File: config.mk
export PLATFORM = sky130hd
export DESIGN_NAME = radix_digit_converter
export DESIGN_NICKNAME = d
export VERILOG_FILES = /design/src/rtl/core/rdc_pkg.sv /design/src/rtl/core/rdc_ctrl.sv /design/src/rtl/core/rdc_dpath.sv /design/src/rtl/core/radix_digit_converter.sv
export SDC_FILE = /design/constraint.sdc
export NUM_CORES = 1
export LEC_CHECK = 0
export ABC_AREA = 1
export BUFFER_PORTS_ARGS = -buffer_cell sky130_fd_sc_hd__buf_2
export CAP_MARGIN = 20
export CORE_UTILIZATION = 59
export CTS_CLUSTER_DIAMETER = 200
export DETAILED_ROUTE_END_ITERATION = 6
export PLACE_DENSITY_LB_ADDON = 0.15
export SLEW_MARGIN = 20
export SYNTH_ARGS = -nofsm -noshare
export SYNTH_HDL_FRONTEND = slang
export SYNTH_SLANG_ARGS = --single-unit
File: constraint.sdc
create_clock -name i_clk -period 29.6 [get_ports i_clk]
set_input_delay 5.92 -clock i_clk [delete_from_list [all_inputs] [get_ports i_clk]]
set_output_delay 5.92 -clock i_clk [all_outputs]
set_load 0.03 [all_outputs]
File: src/rtl/core/rdc_pkg.sv
package rdc_pkg;

    localparam int VALUE_W         = 31;
    localparam int BASE_W          = 4;
    localparam int DIGIT_W         = 4;
    localparam int CHUNK_BITS      = 8;
    localparam int DEF_DIGIT_DEPTH = 32;
    localparam int DEF_VALUE_BITS  = 31;

    localparam logic [BASE_W-1:0] BASE_MIN = BASE_W'(2);
    localparam logic [BASE_W-1:0] BASE_MAX = BASE_W'(9);

    typedef struct packed {
        logic [VALUE_W-1:0] value;
        logic [BASE_W-1:0]  base;
    } t_req;

    typedef struct packed {
        logic [DIGIT_W-1:0] digit;
        logic               last_digit;
    } t_res;

    typedef struct packed {
        logic load;
        logic step;
        logic fetch;
    } t_cmd;

    typedef struct packed {
        logic div_stop;
        logic last_pop;
    } t_sts;

    function automatic logic [BASE_W-1:0] clamp_base(input logic [BASE_W-1:0] b);
        logic [BASE_W-1:0] r;
        r = b;
        if (b < BASE_MIN) r = BASE_MIN;
        if (b > BASE_MAX) r = BASE_MAX;
        return r;
    endfunction

endpackage

File: src/rtl/core/rdc_ctrl.sv
module rdc_ctrl
    import rdc_pkg::*;
(
    input  logic i_clk,
    input  logic i_rst_n,
    input  logic i_req_valid,
    output logic o_req_ready,
    output logic o_res_valid,
    input  logic i_res_ready,
    input  t_sts i_sts,
    output t_cmd o_cmd
);

    localparam logic [1:0] S_IDLE  = 2'd0;
    localparam logic [1:0] S_DIV   = 2'd1;
    localparam logic [1:0] S_FETCH = 2'd2;
    localparam logic [1:0] S_SHOW  = 2'd3;

    logic [1:0] r_state;
    logic [1:0] n_state;

    always_comb begin
        n_state     = r_state;
        o_cmd       = '0;
        o_req_ready = 1'b0;
        o_res_valid = 1'b0;
        case (r_state)
            S_IDLE: begin
                o_req_ready = 1'b1;
                if (i_req_valid) begin
                    o_cmd.load = 1'b1;
                    n_state    = S_DIV;
                end
            end
            S_DIV: begin
                o_cmd.step = 1'b1;
                if (i_sts.div_stop) n_state = S_FETCH;
            end
            S_FETCH: begin
                o_cmd.fetch = 1'b1;
                n_state     = S_SHOW;
            end
            S_SHOW: begin
                o_res_valid = 1'b1;
                if (i_res_ready) n_state = i_sts.last_pop ? S_IDLE : S_FETCH;
            end
            default: n_state = S_IDLE;
        endcase
    end

    always_ff @(posedge i_clk) begin
        if (!i_rst_n) r_state <= S_IDLE;
        else          r_state <= n_state;
    end

endmodule

File: src/rtl/core/rdc_dpath.sv
module rdc_dpath
    import rdc_pkg::*;
#(
    parameter int DIGIT_DEPTH = DEF_DIGIT_DEPTH,
    parameter int VALUE_BITS  = DEF_VALUE_BITS
) (
    input  logic i_clk,
    input  logic i_rst_n,
    input  t_req i_req,
    input  t_cmd i_cmd,
    output t_sts o_sts,
    output t_res o_res
);

    localparam int NCHUNK = (VALUE_BITS + CHUNK_BITS - 1) / CHUNK_BITS;
    localparam int WORK_W = NCHUNK * CHUNK_BITS;
    localparam int CW     = (NCHUNK > 1) ? $clog2(NCHUNK) : 1;
    localparam int TW     = $clog2(DIGIT_DEPTH + 1);
    localparam int AW     = $clog2(DIGIT_DEPTH);
    localparam int INB    = (VALUE_BITS < VALUE_W) ? VALUE_BITS : VALUE_W;

    logic [DIGIT_W-1:0]  mem [DIGIT_DEPTH];
    logic [WORK_W-1:0]   r_work;
    logic [BASE_W-1:0]   r_base;
    logic [DIGIT_W-1:0]  r_rem;
    logic [CW-1:0]       r_chunk;
    logic [TW-1:0]       r_top;
    logic [DIGIT_W-1:0]  r_rd;
    logic                r_last;

    logic [WORK_W-1:0]     n_work;
    logic [DIGIT_W-1:0]    n_rem;
    logic [CHUNK_BITS-1:0] qbits;
    logic [CHUNK_BITS-1:0] top_bits;
    logic [DIGIT_W:0]      acc;
    logic                  last_chunk;
    logic [TW-1:0]         n_top_pop;

    always_comb begin
        top_bits = r_work[WORK_W-1 -: CHUNK_BITS];
        acc      = {1'b0, r_rem};
        qbits    = '0;
        for (int i = CHUNK_BITS - 1; i >= 0; i--) begin
            acc = {acc[DIGIT_W-1:0], top_bits[i]};
            if (acc >= {1'b0, r_base}) begin
                acc      = acc - {1'b0, r_base};
                qbits[i] = 1'b1;
            end
        end
        n_rem  = acc[DIGIT_W-1:0];
        n_work = WORK_W'({r_work, qbits});
    end

    assign last_chunk = (r_chunk == CW'(NCHUNK - 1));
    assign n_top_pop  = r_top - TW'(1);

    assign o_sts.div_stop = last_chunk && ((n_work == '0) || (r_top == TW'(DIGIT_DEPTH - 1)));
    assign o_sts.last_pop = r_last;
    assign o_res.digit      = r_rd;
    assign o_res.last_digit = r_last;

    always_ff @(posedge i_clk) begin
        if (!i_rst_n) begin
            r_chunk <= '0;
            r_top   <= '0;
            r_last  <= 1'b0;
        end else begin
            if (i_cmd.load) begin
                r_chunk <= '0;
                r_top   <= '0;
            end else if (i_cmd.step) begin
                if (last_chunk) begin
                    r_chunk <= '0;
                    r_top   <= r_top + TW'(1);
                end else begin
                    r_chunk <= r_chunk + CW'(1);
                end
            end else if (i_cmd.fetch) begin
                r_top  <= n_top_pop;
                r_last <= (n_top_pop == '0);
            end
        end
    end

    always_ff @(posedge i_clk) begin
        if (i_cmd.load) begin
            r_work <= WORK_W'(i_req.value[INB-1:0]);
            r_base <= clamp_base(i_req.base);
            r_rem  <= '0;
        end else if (i_cmd.step) begin
            r_work <= n_work;
            r_rem  <= last_chunk ? '0 : n_rem;
        end
    end

    always_ff @(posedge i_clk) begin
        if (i_cmd.step && last_chunk) mem[r_top[AW-1:0]] <= n_rem;
        if (i_cmd.fetch)              r_rd <= mem[n_top_pop[AW-1:0]];
    end

endmodule

File: src/rtl/core/radix_digit_converter.sv
// Converts an unsigned integer into its digits in a base from 2 to 9.
// Request channel (i_req_valid / o_req_ready / i_req): value and base; a base
// below 2 reads as 2, one above 9 as 9. Only the low VALUE_BITS bits of the
// value are used.
// Result channel (o_res_valid / i_res_ready / o_res): the digits, most
// significant first; last_digit marks the final one. Zero gives the digit 0.
// One request is worked on at a time; o_req_ready is high only while idle.
// Each digit is found by long division in a bit-serial remainder loop of 8 bits
// a cycle, working over the value chunk by chunk, and is pushed onto a digit
// stack memory. Then each digit goes through a registered stack read and a
// result state. A stalled receiver holds the current result and the block.
// Reset returns the block to idle with an empty stack; a result pending at
// reset is dropped.
module radix_digit_converter
    import rdc_pkg::*;
#(
    parameter int DIGIT_DEPTH = DEF_DIGIT_DEPTH,
    parameter int VALUE_BITS  = DEF_VALUE_BITS
) (
    input  logic i_clk,
    input  logic i_rst_n,
    input  logic i_req_valid,
    output logic o_req_ready,
    input  t_req i_req,
    output logic o_res_valid,
    input  logic i_res_ready,
    output t_res o_res
);

    t_cmd cmd;
    t_sts sts;

    rdc_ctrl u_ctrl (
        .i_clk       (i_clk),
        .i_rst_n     (i_rst_n),
        .i_req_valid (i_req_valid),
        .o_req_ready (o_req_ready),
        .o_res_valid (o_res_valid),
        .i_res_ready (i_res_ready),
        .i_sts       (sts),
        .o_cmd       (cmd)
    );

    rdc_dpath #(
        .DIGIT_DEPTH (DIGIT_DEPTH),
        .VALUE_BITS  (VALUE_BITS)
    ) u_dpath (
        .i_clk   (i_clk),
        .i_rst_n (i_rst_n),
        .i_req   (i_req),
        .i_cmd   (cmd),
        .o_sts   (sts),
        .o_res   (o_res)
    );

endmodule
# Word-level counts from Yosys, hierarchy flattened
# Memory sizes are Yosys's and may differ from the RTL's. A register that Yosys moved wholly into a read port is not among the register bits.
# Index checks and enable logic that the tools add are counted.
dict set report totals {
  reg_bits 51
  mem_count 1
  output_inout_bits 7
  ramBits 128
}
# memory depth width read_ports rd_clocked_by_memory_dff wr line
set memory_table {}
lappend memory_table {u_dpath.mem 32 4 1 1 1 rdc_dpath.sv:22} ;# logic [DIGIT_W-1:0] mem [DIGIT_DEPTH];
dict set report classes {
  n_addsub 11
  magnitude_cmp 10
  bitwise_logic 3
  n_eq_ne 9
  reduce_logical 13
  muxes 37
}
# cell count
set ops {}
lappend ops {{$mux 31} 2}
lappend ops {{$ge 5x4->1} 8}
lappend ops {{$mux 4} 10}
lappend ops {{$logic_not 32->1} 1}
lappend ops {{$sub 4x4->4} 8}
lappend ops {{$mux 6} 3}
lappend ops {{$mux 1} 16}
lappend ops {{$mux 2} 5}
lappend ops {{$ne 2x2->1 const B} 4}
lappend ops {{$pmux 2 s4} 1}
lappend ops {{$add 6x1->6 const B} 1}
lappend ops {{$eq 2x2->1 const B} 3}
lappend ops {{$eq 6x5->1 const B} 1}
lappend ops {{$logic_not 6->1} 1}
lappend ops {{$reduce_and 3->1} 2}
lappend ops {{$sub 6x1->6 const B} 1}
lappend ops {{$gt 4x4->1 const B} 1}
lappend ops {{$lt 4x2->1 const B} 1}
lappend ops {{$reduce_bool 2->1} 2}
lappend ops {{$reduce_or 2->1} 2}
lappend ops {{$not 1->1} 3}
lappend ops {{$add 2x1->2 const B} 1}
lappend ops {{$eq 2x1->1 const B} 1}
lappend ops {{$logic_and 1x1->1} 2}
lappend ops {{other kinds (3)} 3}

# Logic depth before layout (Yosys ltp)
# Gate-level depths: netlist (run 1).
dict set report logic_depth {
  ltp_word 21
  mapped_depth 80
  depth_no_buf 80
}

# Cells and area by module
# From an unflattened synthesis (run 1), not the netlist that was laid out.
dict set report unflattened {
  hier_cells 974
  hier_area_um2 9710.6
}
# module cells_each instances area_each_um2
set modules_own_cells {}
lappend modules_own_cells {rdc_dpath 947 1 9565.4}
lappend modules_own_cells {rdc_ctrl 27 1 145.1}

# Worst setup path before layout (run 1)
# No wires, ideal clock.
dict set report synth_path {
  path_type {register to register}
  start {register u_dpath.r_base[1]}
  end {memory u_dpath.mem[0][3] (data pin)}
  arrival_ns 10.652
  path_buffers 0
  path_stages_with_launch 74
  path_slack_ns 18.580
  cell_sequence {edfxtp_1 -> inv_1 -> ha_1 -> nand2_1 -> clkinv_1 -> nand2_1 -> nand2_1 -> nand2_4 -> nand2_4 -> nand2_1 -> nand2_1 -> ha_1 -> a21oi_1 -> o21bai_1 -> nor2_1 -> nand3_4 -> nand2_1 -> nand2_1 -> [38 not listed] -> ha_1 -> a21oi_1 -> o21ai_0 -> inv_1 -> nor2_1 -> nor3_1 -> nand3_2 -> inv_4 -> nand2_1 -> o21ai_1 -> ha_1 -> a21oi_1 -> o21ai_0 -> nand2_1 -> nand2_1 -> inv_1 -> nand3_4 -> o21ai_1}
}
dict set report synth_between {
  elab_chain_len 16
}
# item line
set synth_rtl {}
lappend synth_rtl {{start: declaration} rdc_dpath.sv:24} ;# logic [BASE_W-1:0] r_base;
lappend synth_rtl {{start signal: assignment} rdc_dpath.sv:88} ;# r_base <= clamp_base(i_req.base);
lappend synth_rtl {{$sub 4x4->4 / $ge 5x4->1 (equally long branches)} {rdc_dpath.sv:46, rdc_dpath.sv:45}}
lappend synth_rtl {{$mux 4} rdc_dpath.sv:45} ;# if (acc >= {1'b0, r_base}) begin
lappend synth_rtl {{$sub 4x4->4 / $ge 5x4->1 (equally long branches)} {rdc_dpath.sv:46, rdc_dpath.sv:45}}
lappend synth_rtl {{$mux 4} rdc_dpath.sv:45}
lappend synth_rtl {{$sub 4x4->4 / $ge 5x4->1 (equally long branches)} {rdc_dpath.sv:46, rdc_dpath.sv:45}}
lappend synth_rtl {{$mux 4} rdc_dpath.sv:45}
lappend synth_rtl {{$ge 5x4->1 / $sub 4x4->4 (equally long branches)} {rdc_dpath.sv:45, rdc_dpath.sv:46}}
lappend synth_rtl {{$mux 4} rdc_dpath.sv:45}
lappend synth_rtl {{$sub 4x4->4 / $ge 5x4->1 (equally long branches)} {rdc_dpath.sv:46, rdc_dpath.sv:45}}
lappend synth_rtl {{$mux 4} rdc_dpath.sv:45}
lappend synth_rtl {{$sub 4x4->4 / $ge 5x4->1 (equally long branches)} {rdc_dpath.sv:46, rdc_dpath.sv:45}}
lappend synth_rtl {{$mux 4} rdc_dpath.sv:45}
lappend synth_rtl {{$ge 5x4->1 / $sub 4x4->4 (equally long branches)} {rdc_dpath.sv:45, rdc_dpath.sv:46}}
lappend synth_rtl {{$mux 4} rdc_dpath.sv:45}
lappend synth_rtl {{$sub 4x4->4 / $ge 5x4->1 (equally long branches)} {rdc_dpath.sv:46, rdc_dpath.sv:45}}
lappend synth_rtl {{$mux 4 (*)} rdc_dpath.sv:45}
lappend synth_rtl {{net u_dpath.acc[3]} rdc_dpath.sv:35} ;# logic [DIGIT_W:0] acc;
lappend synth_rtl {{end: declaration} rdc_dpath.sv:22}
# The timed path passes the listed nets; every way through them passes the cells marked *.

# Final worst setup path (run 1)
dict set report layout_path {
  start {register u_dpath.r_base[1]}
  end {memory u_dpath.mem[2][2] (data pin)}
}
# The elaborated chain is that of the path after synthesis.

==> metrics.md, run 1 <==
| Metric | Value |
|---|---|
| Outcome | `completed` |
| Mux cell area share after synthesis | `1.37%` |
| H-tree Lvls | `4` |
| CP peak stage delay | `0.72 ns` |
| Grt met3 use | `4.37%` |
| Most used cell, CP | `nand2_1` |
| Gr ovfl total | `0` |
| Final worst path period share | `41.1%` |
| Peak fanout along the critical path | `33` |
| Req. time, crit path | `29.72 ns` |
| Final Hold Fails | `0` |
| Final antenna-violating net count | `0` |
| Total Wirelength | `20700 microns` |
| Worst hold path class | `reg -> reg` |
| Skew final | `0.00910 ns` |
| Global routing met2 resource utilization | `46.0%` |
| Largest family of logic cells by synthesized area | `simple AND/OR/NAND/NOR gates` |
| Vias in the first global route | `6472` |
| # diodes | `0` |
| Area Overhead vs Synth | `10.6%` |
| CTS buffer count | `17` |
| Cells after synthesis | `938` |
| Fraction of layout cells with a size suffix above 1 | `11.9%` |
| Complex-gate fraction of the synthesized area | `10.6%` |
| Final setup viols | `0` |
| Final HPWL DP | `14000 microns` |
| RSZ-0062 raised after global routing | `false` |
| Post-Synth Simple-Gate Area | `17.8%` |
| Fmax achieved | `82.1 MHz` |
| Filler instances | `1298` |
| Slew headroom | `33.0%` |
| Die H | `129 microns` |
| # resized after CTS | `0` |
| Setup slack, reg-to-reg | `17.42 ns` |
| DRC viols | `0` |
| Max-slew violations | `0` |
| Die Span X | `129 microns` |
| Detailed-route via count | `6788` |
| Synth Area in Adders | `7.06%` |
| MaxCap Viol Count | `0` |
| Warnings from Yosys | `0` |
| Core Footprint | `0.0158 sq mm` |
| Clk_lat worst skew | `0.44 ns` |
| Sum Neg Setup Slack | `0 ns` |
| Yosys cell types | `42` |
| Synth Area in XOR/XNOR | `1.57%` |
| Cell area after synthesis | `0.00949 sq mm` |
| Drt wl/cell | `17.2 microns` |
| M1 GR Usage | `31.9%` |
| Period minus WS final | `12.18 ns` |
| Largest net degree at the start of global routing | `71` |
| Crit path launch type | `register` |
| Setup Crit Path Kind | `reg -> reg` |
| Root Buffer | `clkbuf_16` |
| Most used routing layer | `met2` |
| Initial antenna violation count | `1` |
| Layout net count | `1062` |
| # port buffers | `45` |
| Clock Path Buffers | `2` |
| First-pass GRT wire length | `32700 microns` |
| FP Rows | `46` |
| Initial DRC count | `424` |
| Worst path slowest cell | `edfxtp_1` |
| Die area | `0.0166 sq mm` |
| Sequential area share after synthesis | `56.2%` |
| FF+latch count, synth | `183` |
| Arr. time, crit path | `12.30 ns` |
| Drt via density | `5.64` |
| Syn avg cell area | `10.1 sq um` |
| RD Place Congestion | `0.940` |
| Clk slew on worst S/H paths | `0.07 ns` |
| Syn nets | `1025` |
| Num Clock Sinks | `183` |
| Hold buffer count at cts | `0` |
| Initial Utilization | `60.2%` |
| Drt pass-1 iters | `5` |
| # Post-CTS Setup Buffers | `0` |
| Worst setup EP type | `register` |
| Worst Tran Pin Value | `1.00 ns` |
| CTS tree | `done` |
| All-Layer GR Usage | `26.4%` |
| IO Pins | `46` |
## placed cells by master (no fill, tap or decap), types with 4 or more instances in the layout
master      Yosys  final
edfxtp_1      167    167
nand2_1       153    153
nor2_1        150    149
inv_1          89     88
o21ai_0        73     73
buf_2           0     45
ha_1           40     40
nand3_1        28     28
o32ai_1        19     19
a21oi_1        18     18
clkbuf_16       0     17
dfxtp_1        16     15
xor2_1         13     13
mux2i_1        13     13
o221ai_1       13     13
o211ai_1       12     12
nor3_1         11     11
a31oi_1         9      9
fa_1            8      8
nor4_1          7      7
nand4_1         7      7
nand2_4         6      6
nand3_4         6      6
buf_4           1      6
inv_2           4      5
o21ai_1         6      5
clkinv_1        4      4
xnor2_1         4      4
inv_6           0      4
clkinvlp_4      0      4
## layer usage
layer,part of all wire [%],vias up
li1,-,3338
met1,42,3184
met2,50,209
met3,4.6,57
met4,3.6,0
met5,0,-
## flip-flops by register name, summed over array words and instances (netlist names)
signal	flops
u_dpath.mem	128
u_dpath.r_rem	4
u_dpath.r_top	6
u_ctrl.r_state	2
u_dpath.r_chunk	2
u_dpath.r_work	32
u_dpath.r_rd	4
u_dpath.r_last	1
u_dpath.r_base	4
## final timing paths
check                             startpoint                         endpoint  cells after the start
max          u_dpath.r_base[1]$_SDFFCE_PP0P_      u_dpath.mem[2][2]$_DFFE_PP_                     75
min          u_dpath.r_chunk[0]$_SDFFE_PP0P_  u_dpath.r_chunk[0]$_SDFFE_PP0P_                      1
max reg2reg  u_dpath.r_base[1]$_SDFFCE_PP0P_      u_dpath.mem[2][2]$_DFFE_PP_                     75
min reg2reg  u_dpath.r_chunk[0]$_SDFFE_PP0P_  u_dpath.r_chunk[0]$_SDFFE_PP0P_                      1
## critical path, delay by kind of cell, from the launching register on
family	cells	cell delay, ns
flip-flops	1	0.72
AND/OR/NAND/NOR	39	4.27
adder cells (fa/ha/maj)	8	2.52
buffers and inverters	14	1.38
AO/OA/AOI/OAI	14	2.88
## synthesized netlist by cell type (all sizes together)
master / count / area [sq um]
edfxtp: 167 / 5010
nand2: 162 / 661
nor2: 153 / 582
inv: 95 / 362
o21ai: 82 / 422
ha: 40 / 500
nand3: 37 / 275
clkbuf: 30 / 113
a21oi: 19 / 98.9
o32ai: 19 / 166
dfxtp: 16 / 320
mux2i: 13 / 130
o221ai: 13 / 114
xor2: 13 / 114
o211ai: 12 / 90.1
nor3: 11 / 55.1
a31oi: 9 / 56.3
fa: 8 / 160
nand4: 7 / 43.8
nor4: 7 / 43.8
buf: 4 / 18.8
clkinv: 4 / 15.0
xnor2: 4 / 35.0
nand3b: 3 / 22.5
a41oi: 2 / 17.5
o21a: 2 / 15.0
o21bai: 2 / 15.0
a211oi: 1 / 7.51
a21boi: 1 / 7.51
maj3: 1 / 10.0
nor3b: 1 / 7.51
## cell families (layout without fill, tap and decap cells)
family | Yosys count | count (layout)
mux | 13 | 13
xor+xnor | 17 | 17
compound gates | 162 | 162
simple gates | 381 | 381
flops | 183 | 183
buf+inv | 133 | 183
fa+ha+maj | 49 | 49
## cell type report
class | instances | area [sq um] | area share [%]
sequential | 183 | 5340 | 50.8
multi-input combinational | 622 | 3670 | 34.9
clock buffer | 18 | 429 | 4.09
inverter | 99 | 377 | 3.59
timing repair buffer | 52 | 282 | 2.68
tap | 216 | 270 | 2.57
clock inverter | 14 | 140 | 1.33
## per-stage QoR
step / hold slack [ns] / instance area [sq um] / cells / worst slack, ns / util, %
2_1_floorplan: 0.428 / 9490 / 938 / 18.58 / -
3_3_place_gp: 0.453 / 9910 / 1171 / 17.62 / 62.9
3_5_place_dp: 0.464 / 9930 / 1172 / 17.15 / 62.9
4_1_cts: 0.471 / 10500 / 1204 / 17.09 / 66.6
5_1_grt: 0.484 / 10500 / 1204 / 16.09 / 66.6
6_report: 0.464 / 10500 / 1204 / 17.42 / 66.6
Power of run 1 is left out: the tool's default activity adds up to more than one toggle a clock period on the data nets, which glitch-free logic cannot reach.
==> run 2, diff against run 1 <==
Settings changed: ABC_AREA 1 to 0.
Clock period 29.6 ns to 12.73 ns, I/O delays scaled along.
==> metrics.md, run 2 <==
| Metric | Value |
|---|---|
| Top post-synthesis cells by area | `edfxtp_1, mux4_2, ha_1 (was edfxtp_1, nand2_1, nor2_1)` |
| H-tree Lvls | `4 (unchanged)` |
| Die area | `0.0164 sq mm (was 0.0166 sq mm)` |
| Fraction of layout cells with a size suffix above 1 | `28.1% (was 11.9%)` |
| FP Rows | `45 (was 46)` |
| Die H | `128 microns (was 129 microns)` |
| Yosys cell types | `59 (was 42)` |
| Final HPWL DP | `14900 microns (was 14000 microns)` |
| CTS buffer count | `17 (unchanged)` |
| # port buffers | `45 (unchanged)` |
| Core Footprint | `0.0154 sq mm (was 0.0158 sq mm)` |
| Req. time, crit path | `13.05 ns (was 29.72 ns)` |
| Syn avg cell area | `12.8 sq um (was 10.1 sq um)` |
| Initial antenna violation count | `0 (was 1)` |
| Sequential area share after synthesis | `56.8% (was 56.2%)` |
| Drt pass-1 iters | `5 (unchanged)` |
| Skew final | `0.0136 ns (was 0.00910 ns)` |
| Cell area after synthesis | `0.00939 sq mm (was 0.00949 sq mm)` |
| Commonest non-fill, non-tap cell in the layout | `edfxtp_1 (unchanged)` |
| Complex-gate fraction of the synthesized area | `8.34% (was 10.6%)` |
| Max-slew violations | `0 (unchanged)` |
| Worst setup EP type | `register (unchanged)` |
| All-Layer GR Usage | `29.2% (was 26.4%)` |
| Area leader, netlist | `edfxtp_1 (unchanged)` |
| Slew headroom | `50.5% (was 33.0%)` |
| Total Wirelength | `22900 microns (was 20700 microns)` |
| Num Clock Sinks | `183 (unchanged)` |
| RD Place Congestion | `0.946 (was 0.940)` |
| Largest family of logic cells by synthesized area | `multiplexers (was simple AND/OR/NAND/NOR gates)` |
| Mux cell area share after synthesis | `11.6% (was 1.37%)` |
| Sum Neg Setup Slack | `0 ns (unchanged)` |
| Vias in the first global route | `6465 (was 6472)` |
| Synth top cells by count | `edfxtp_1, nand2_1, nor2_1 (unchanged)` |
| Hold buffer count at cts | `0 (unchanged)` |
| Final antenna-violating net count | `0 (unchanged)` |
| CTS tree | `done (unchanged)` |
| Final worst path period share | `96.1% (was 41.1%)` |
| DRC viols | `0 (unchanged)` |
| Fmax achieved | `81.8 MHz (was 82.1 MHz)` |
| Arr. time, crit path | `12.55 ns (was 12.30 ns)` |
| Clock Path Buffers | `2 (unchanged)` |
| Die Span X | `128 microns (was 129 microns)` |
| First-pass GRT wire length | `34900 microns (was 32700 microns)` |
| Outcome | `completed (unchanged)` |
| Largest register FFs | `128 (unchanged)` |
| Clk slew on worst S/H paths | `0.07 ns (about the same)` |
| Cells after synthesis | `733 (was 938)` |
| Peak fanout along the critical path | `7 (was 33)` |
| Ys flop type | `edfxtp_1 (unchanged)` |
| Initial DRC count | `539 (was 424)` |
| Final Hold Fails | `0 (unchanged)` |
| Synth Area in XOR/XNOR | `2.05% (was 1.57%)` |
| FF+latch count, synth | `183 (unchanged)` |
| Worst path slowest cell | `edfxtp_1 (unchanged)` |
| Syn nets | `820 (was 1025)` |
| Area Overhead vs Synth | `20.1% (was 10.6%)` |
| CP delay by family, top | `compound AO/OA/AOI/OAI gates (was simple AND/OR/NAND/NOR gates)` |
| Detailed-route via count | `6445 (was 6788)` |
| Drt wl/cell | `21.6 microns (was 17.2 microns)` |
| IO Pins | `46 (unchanged)` |
| Post-synth EDFFs | `167 (unchanged)` |
| Post-Synth Simple-Gate Area | `11.4% (was 17.8%)` |
| Crit path launch type | `register (unchanged)` |
| Final Util | `73.4% (was 66.6%)` |
| MaxCap Viol Count | `0 (unchanged)` |
| Worst hold path class | `reg -> reg (unchanged)` |
| Final setup viols | `0 (unchanged)` |
| Setup Crit Path Kind | `reg -> reg (unchanged)` |
| Period minus WS final | `12.23 ns (was 12.18 ns)` |
| Initial Utilization | `61.1% (was 60.2%)` |
| Clk_lat worst skew | `0.43 ns (was 0.44 ns)` |
| Layout net count | `922 (was 1062)` |
| Synth Area in Adders | `7.04% (was 7.06%)` |
| Largest net degree at the start of global routing | `40 (was 71)` |
| WP buf/inv | `11 (was 14)` |
| CP peak stage delay | `0.41 ns (was 0.72 ns)` |
| Root Buffer | `clkbuf_16 (unchanged)` |
| Warnings from Yosys | `0 (unchanged)` |
| Commonest non-fill, non-tap cells in the layout | `edfxtp_1, nand2_1, nor2_1 (unchanged)` |
| Async set or reset register ratio after synthesis | `0% (unchanged)` |
| Gr ovfl total | `0 (unchanged)` |
| Most common cell in the netlist | `edfxtp_1 (unchanged)` |
| Drt via density | `6.09 (was 5.64)` |
| Yosys top cell area share | `53.4% (was 52.8%)` |
| Worst Tran Pin Value | `0.739 ns (was 1.00 ns)` |
| # diodes | `0 (unchanged)` |
[run 2: cell count changes after synthesis, moves of 10 or more]
| cell | previous run | this run |
|---|---|---|
| o211ai_1 | 12 | 2 |
| inv_1 | 89 | 38 |
| o21ai_0 | 73 | 28 |
| a21oi_1 | 18 | 32 |
| o32ai_1 | 19 | 0 |
| nor2_1 | 150 | 69 |
| nand2_1 | 153 | 107 |
| nand3_1 | 28 | 10 |
| mux4_2 | 0 | 36 |
| o221ai_1 | 13 | 1 |
[run 2: timing repair]
| action | CTS | global route |
|---|---|---|
| gates resized for setup | 3 | 36 |
| gates cloned | 4 | 2 |
| endpoints found under the setup margin | 75 | 135 |
| setup buffers | 8 | 12 |
| pin swaps | 0 | 22 |
[run 2: worst paths after layout]
check / start / end / slack [ns] / cells past startpoint
setup / recovery: u_dpath.r_base[1]$_SDFFCE_PP0P_ / u_dpath.r_rem[0]$_SDFFE_PP0P_ / 0.50 / 66
hold reg to reg: u_dpath.r_chunk[1]$_SDFFE_PP0P_ / u_dpath.r_chunk[1]$_SDFFE_PP0P_ / 0.47 / 2
hold / removal: u_dpath.r_chunk[1]$_SDFFE_PP0P_ / u_dpath.r_chunk[1]$_SDFFE_PP0P_ / 0.47 / 2
setup reg to reg: u_dpath.r_base[1]$_SDFFCE_PP0P_ / u_dpath.r_rem[0]$_SDFFE_PP0P_ / 0.50 / 66
[run 2: logic make-up after synthesis]
logic type,after synthesis
multiplexers,61
AND/OR/NAND/NOR,241
flip-flops,183
adder cells (fa/ha/maj),48
buffers and inverters,63
AO/OA/AOI/OAI,115
XOR/XNOR,22
[run 2: final cells by class]
cell class / instances / area (sq um)
clock buffer: 17 / 425
clock inverter: 15 / 163
fill: 1018 / 4100
inverter: 38 / 145
multi-input combinational: 492 / 4180
sequential: 183 / 5340
tap: 211 / 264
timing repair buffer: 103 / 759
[run 2: routing by layer]
metal | track usage [%] | routed length [microns]
met5 | 0 | 0
met1 | 37.2 | 9170
met3 | 4.76 | 1300
met2 | 50.5 | 11700
met4 | 10.9 | 682
[run 2: worst min-delay path, cell delays in order, from the launching register on]
cell and delay, ns:
dfxtp_1 0.32, nand2_1 0.05, a21oi_1 0.05
[run 2: metrics by stage]
step	instances	hold WS [ns]	setup slack (ns)	cell area (sq um)
2_1_floorplan	733	0.440	0.00686	9510
3_3_place_gp	1000	0.448	0.176	10200
3_5_place_dp	1000	0.455	-0.365	10200
4_1_cts	1044	0.464	0.0117	10900
5_1_grt	1059	0.507	-0.0763	11300
6_report	1059	0.472	0.501	11300
Power of run 2 is left out for the same reason.
==> run 3, diff against run 2 <==
Settings changed: PLACE_DENSITY set to 0.77, PLACE_DENSITY_LB_ADDON 0.15 to unset.
==> metrics.md, run 3 (synthesis gave the netlist of run 2 again) <==
| Metric | Value |
|---|---|
| RD Place Congestion | `0.924 (was 0.946)` |
| Hold buffer count at cts | `0 (unchanged)` |
| H-tree Lvls | `4 (unchanged)` |
| Worst path slowest cell | `edfxtp_1 (unchanged)` |
| Worst Tran Pin Value | `1.01 ns (was 0.739 ns)` |
| Register area | `0.00534 sq mm (unchanged)` |
| Slew headroom | `32.8% (was 50.5%)` |
| Final antenna-violating net count | `0 (unchanged)` |
| Setup ws final | `0.347 ns (was 0.501 ns)` |
| Setup Crit Path Kind | `reg -> reg (unchanged)` |
| Pre-CTS setup slack | `-0.510 ns (was -0.365 ns)` |
| Multi-input gate area | `0.00425 sq mm (was 0.00418 sq mm)` |
| Fmax achieved | `80.8 MHz (was 81.8 MHz)` |
| Vias in the first global route | `6639 (was 6465)` |
| Final instance area | `0.0113 sq mm (about the same)` |
| CTS buffer count | `17 (unchanged)` |
| Die area | `0.0164 sq mm (unchanged)` |
| Die H | `128 microns (unchanged)` |
| Num Clock Sinks | `183 (unchanged)` |
| Drt pass-1 iters | `6 (was 5)` |
| CP peak stage delay | `0.43 ns (was 0.41 ns)` |
| Clock Path Buffers | `2 (unchanged)` |
| Req. time, crit path | `12.92 ns (was 13.05 ns)` |
| Area Overhead vs Synth | `20.8% (was 20.1%)` |
| Fraction of layout cells with a size suffix above 1 | `29.2% (was 28.1%)` |
| Worst setup EP type | `register (unchanged)` |
| Initial Utilization | `61.1% (unchanged)` |
| Commonest non-fill, non-tap cell in the layout | `edfxtp_1 (unchanged)` |
| Core Footprint | `0.0154 sq mm (unchanged)` |
| DRC viols | `0 (unchanged)` |
| Max-slew violations | `0 (unchanged)` |
| Peak fanout along the critical path | `8 (was 7)` |
| Total Wirelength | `24300 microns (was 22900 microns)` |
| Final setup viols | `0 (unchanged)` |
| All-Layer GR Usage | `29.8% (was 29.2%)` |
| Detailed-route via count | `6634 (was 6445)` |
| CTS tree | `done (unchanged)` |
| Skew final | `0.00907 ns (was 0.0136 ns)` |
| Commonest non-fill, non-tap cells in the layout | `edfxtp_1, nand2_1, nor2_1 (unchanged)` |
| MaxCap Viol Count | `0 (unchanged)` |
| Most used cell, CP | `ha_1` |
| Final HPWL DP | `14700 microns (was 14900 microns)` |
| Initial antenna violation count | `0 (unchanged)` |
| Gr ovfl total | `0 (unchanged)` |
| Clk_lat worst skew | `0.44 ns (was 0.43 ns)` |
| Worst hold path class | `reg -> reg (unchanged)` |
| Final Hold Fails | `0 (unchanged)` |
| Outcome | `completed (unchanged)` |
| Die Span X | `128 microns (unchanged)` |
| CP delay by family, top | `compound AO/OA/AOI/OAI gates (unchanged)` |
| Initial DRC count | `642 (was 539)` |
| Arr. time, crit path | `12.57 ns (was 12.55 ns)` |
| Drt via density | `6.23 (was 6.09)` |
| # port buffers | `45 (unchanged)` |
| Root Buffer | `clkbuf_16 (unchanged)` |
| Crit path launch type | `register (unchanged)` |
| WP buf/inv | `8 (was 11)` |
| Largest net degree at the start of global routing | `41 (was 40)` |
| IO Pins | `46 (unchanged)` |
| Placed Instance Area | `0.0101 sq mm (was 0.0102 sq mm)` |
| Clk slew on worst S/H paths | `0.07 ns (about the same)` |
| Largest register FFs | `128 (unchanged)` |
| FP Rows | `45 (unchanged)` |
| Period minus WS final | `12.38 ns (was 12.23 ns)` |
| First-pass GRT wire length | `35700 microns (was 34900 microns)` |
| Drt wl/cell | `22.8 microns (was 21.6 microns)` |
| Layout net count | `928 (was 922)` |
| Filler instances | `982 (was 1018)` |
| Final worst path period share | `97.3% (was 96.1%)` |
| # diodes | `0 (unchanged)` |
run 3: cell types whose count changed in the layout (fill, tap and decap cells not counted), moves of 2 or more:
cell / change
nor2_1: -2
mux2i_1: -2
nor2_2: +2
mux2i_2: +2
buf_4: +5
o21ai_1: +4
buf_12: -2
o21ai_0: -3
run 3: repair_timing:
item	in CTS	in global routing
gates cloned	7	3
gates resized for setup	12	37
endpoints found under the setup margin	133	135
pin swaps	3	22
buffers inserted	8	20
run 3: metrics by stage:
stage	hold slack [ns]	instances	TNS, ns	utilization (%)
finish	0.482	1065	0	73.8
CTS	0.479	1042	0	71.2
global route	0.493	1065	-5.48	73.8
floorplan	0.440	733	0	-
global placement	0.448	995	0	65.9
detailed placement	0.467	995	-39.01	65.9
run 3: worst min-delay path: stages (launching register included):
cell and delay, ns:
dfxtp_1 0.32, nand2_1 0.06, a21oi_1 0.06
run 3: path summary, 6_finish.rpt:
check / startpoint / end / slack [ns] / depth (start not counted)
max reg2reg: u_dpath.r_base[1]$_SDFFCE_PP0P_ / u_dpath.mem[26][0]$_DFFE_PP_ / 0.35 / 62
min reg2reg: u_dpath.r_chunk[1]$_SDFFE_PP0P_ / u_dpath.r_chunk[1]$_SDFFE_PP0P_ / 0.48 / 2
min: u_dpath.r_chunk[1]$_SDFFE_PP0P_ / u_dpath.r_chunk[1]$_SDFFE_PP0P_ / 0.48 / 2
max: u_dpath.r_base[1]$_SDFFCE_PP0P_ / u_dpath.mem[26][0]$_DFFE_PP_ / 0.35 / 62
run 3: cell type report:
| type | count | share of cell area [%] |
|---|---|---|
| sequential | 183 | 47.1 |
| timing repair buffer | 106 | 6.65 |
| clock inverter | 15 | 1.45 |
| multi-input combinational | 495 | 37.5 |
| clock buffer | 17 | 3.75 |
| tap | 211 | 2.33 |
| inverter | 38 | 1.28 |
run 3: per-layer routing:
layer	wire length (microns)	share of wire, %	vias up	track usage, %
met5	0	0	-	0
met4	1140	4.7	0	17.2
met2	12100	50	340	48.6
met3	1770	7.3	78	6.43
li1	-	-	2961	-
met1	9280	38	3255	37.1
Power of run 3 is left out for the same reason.
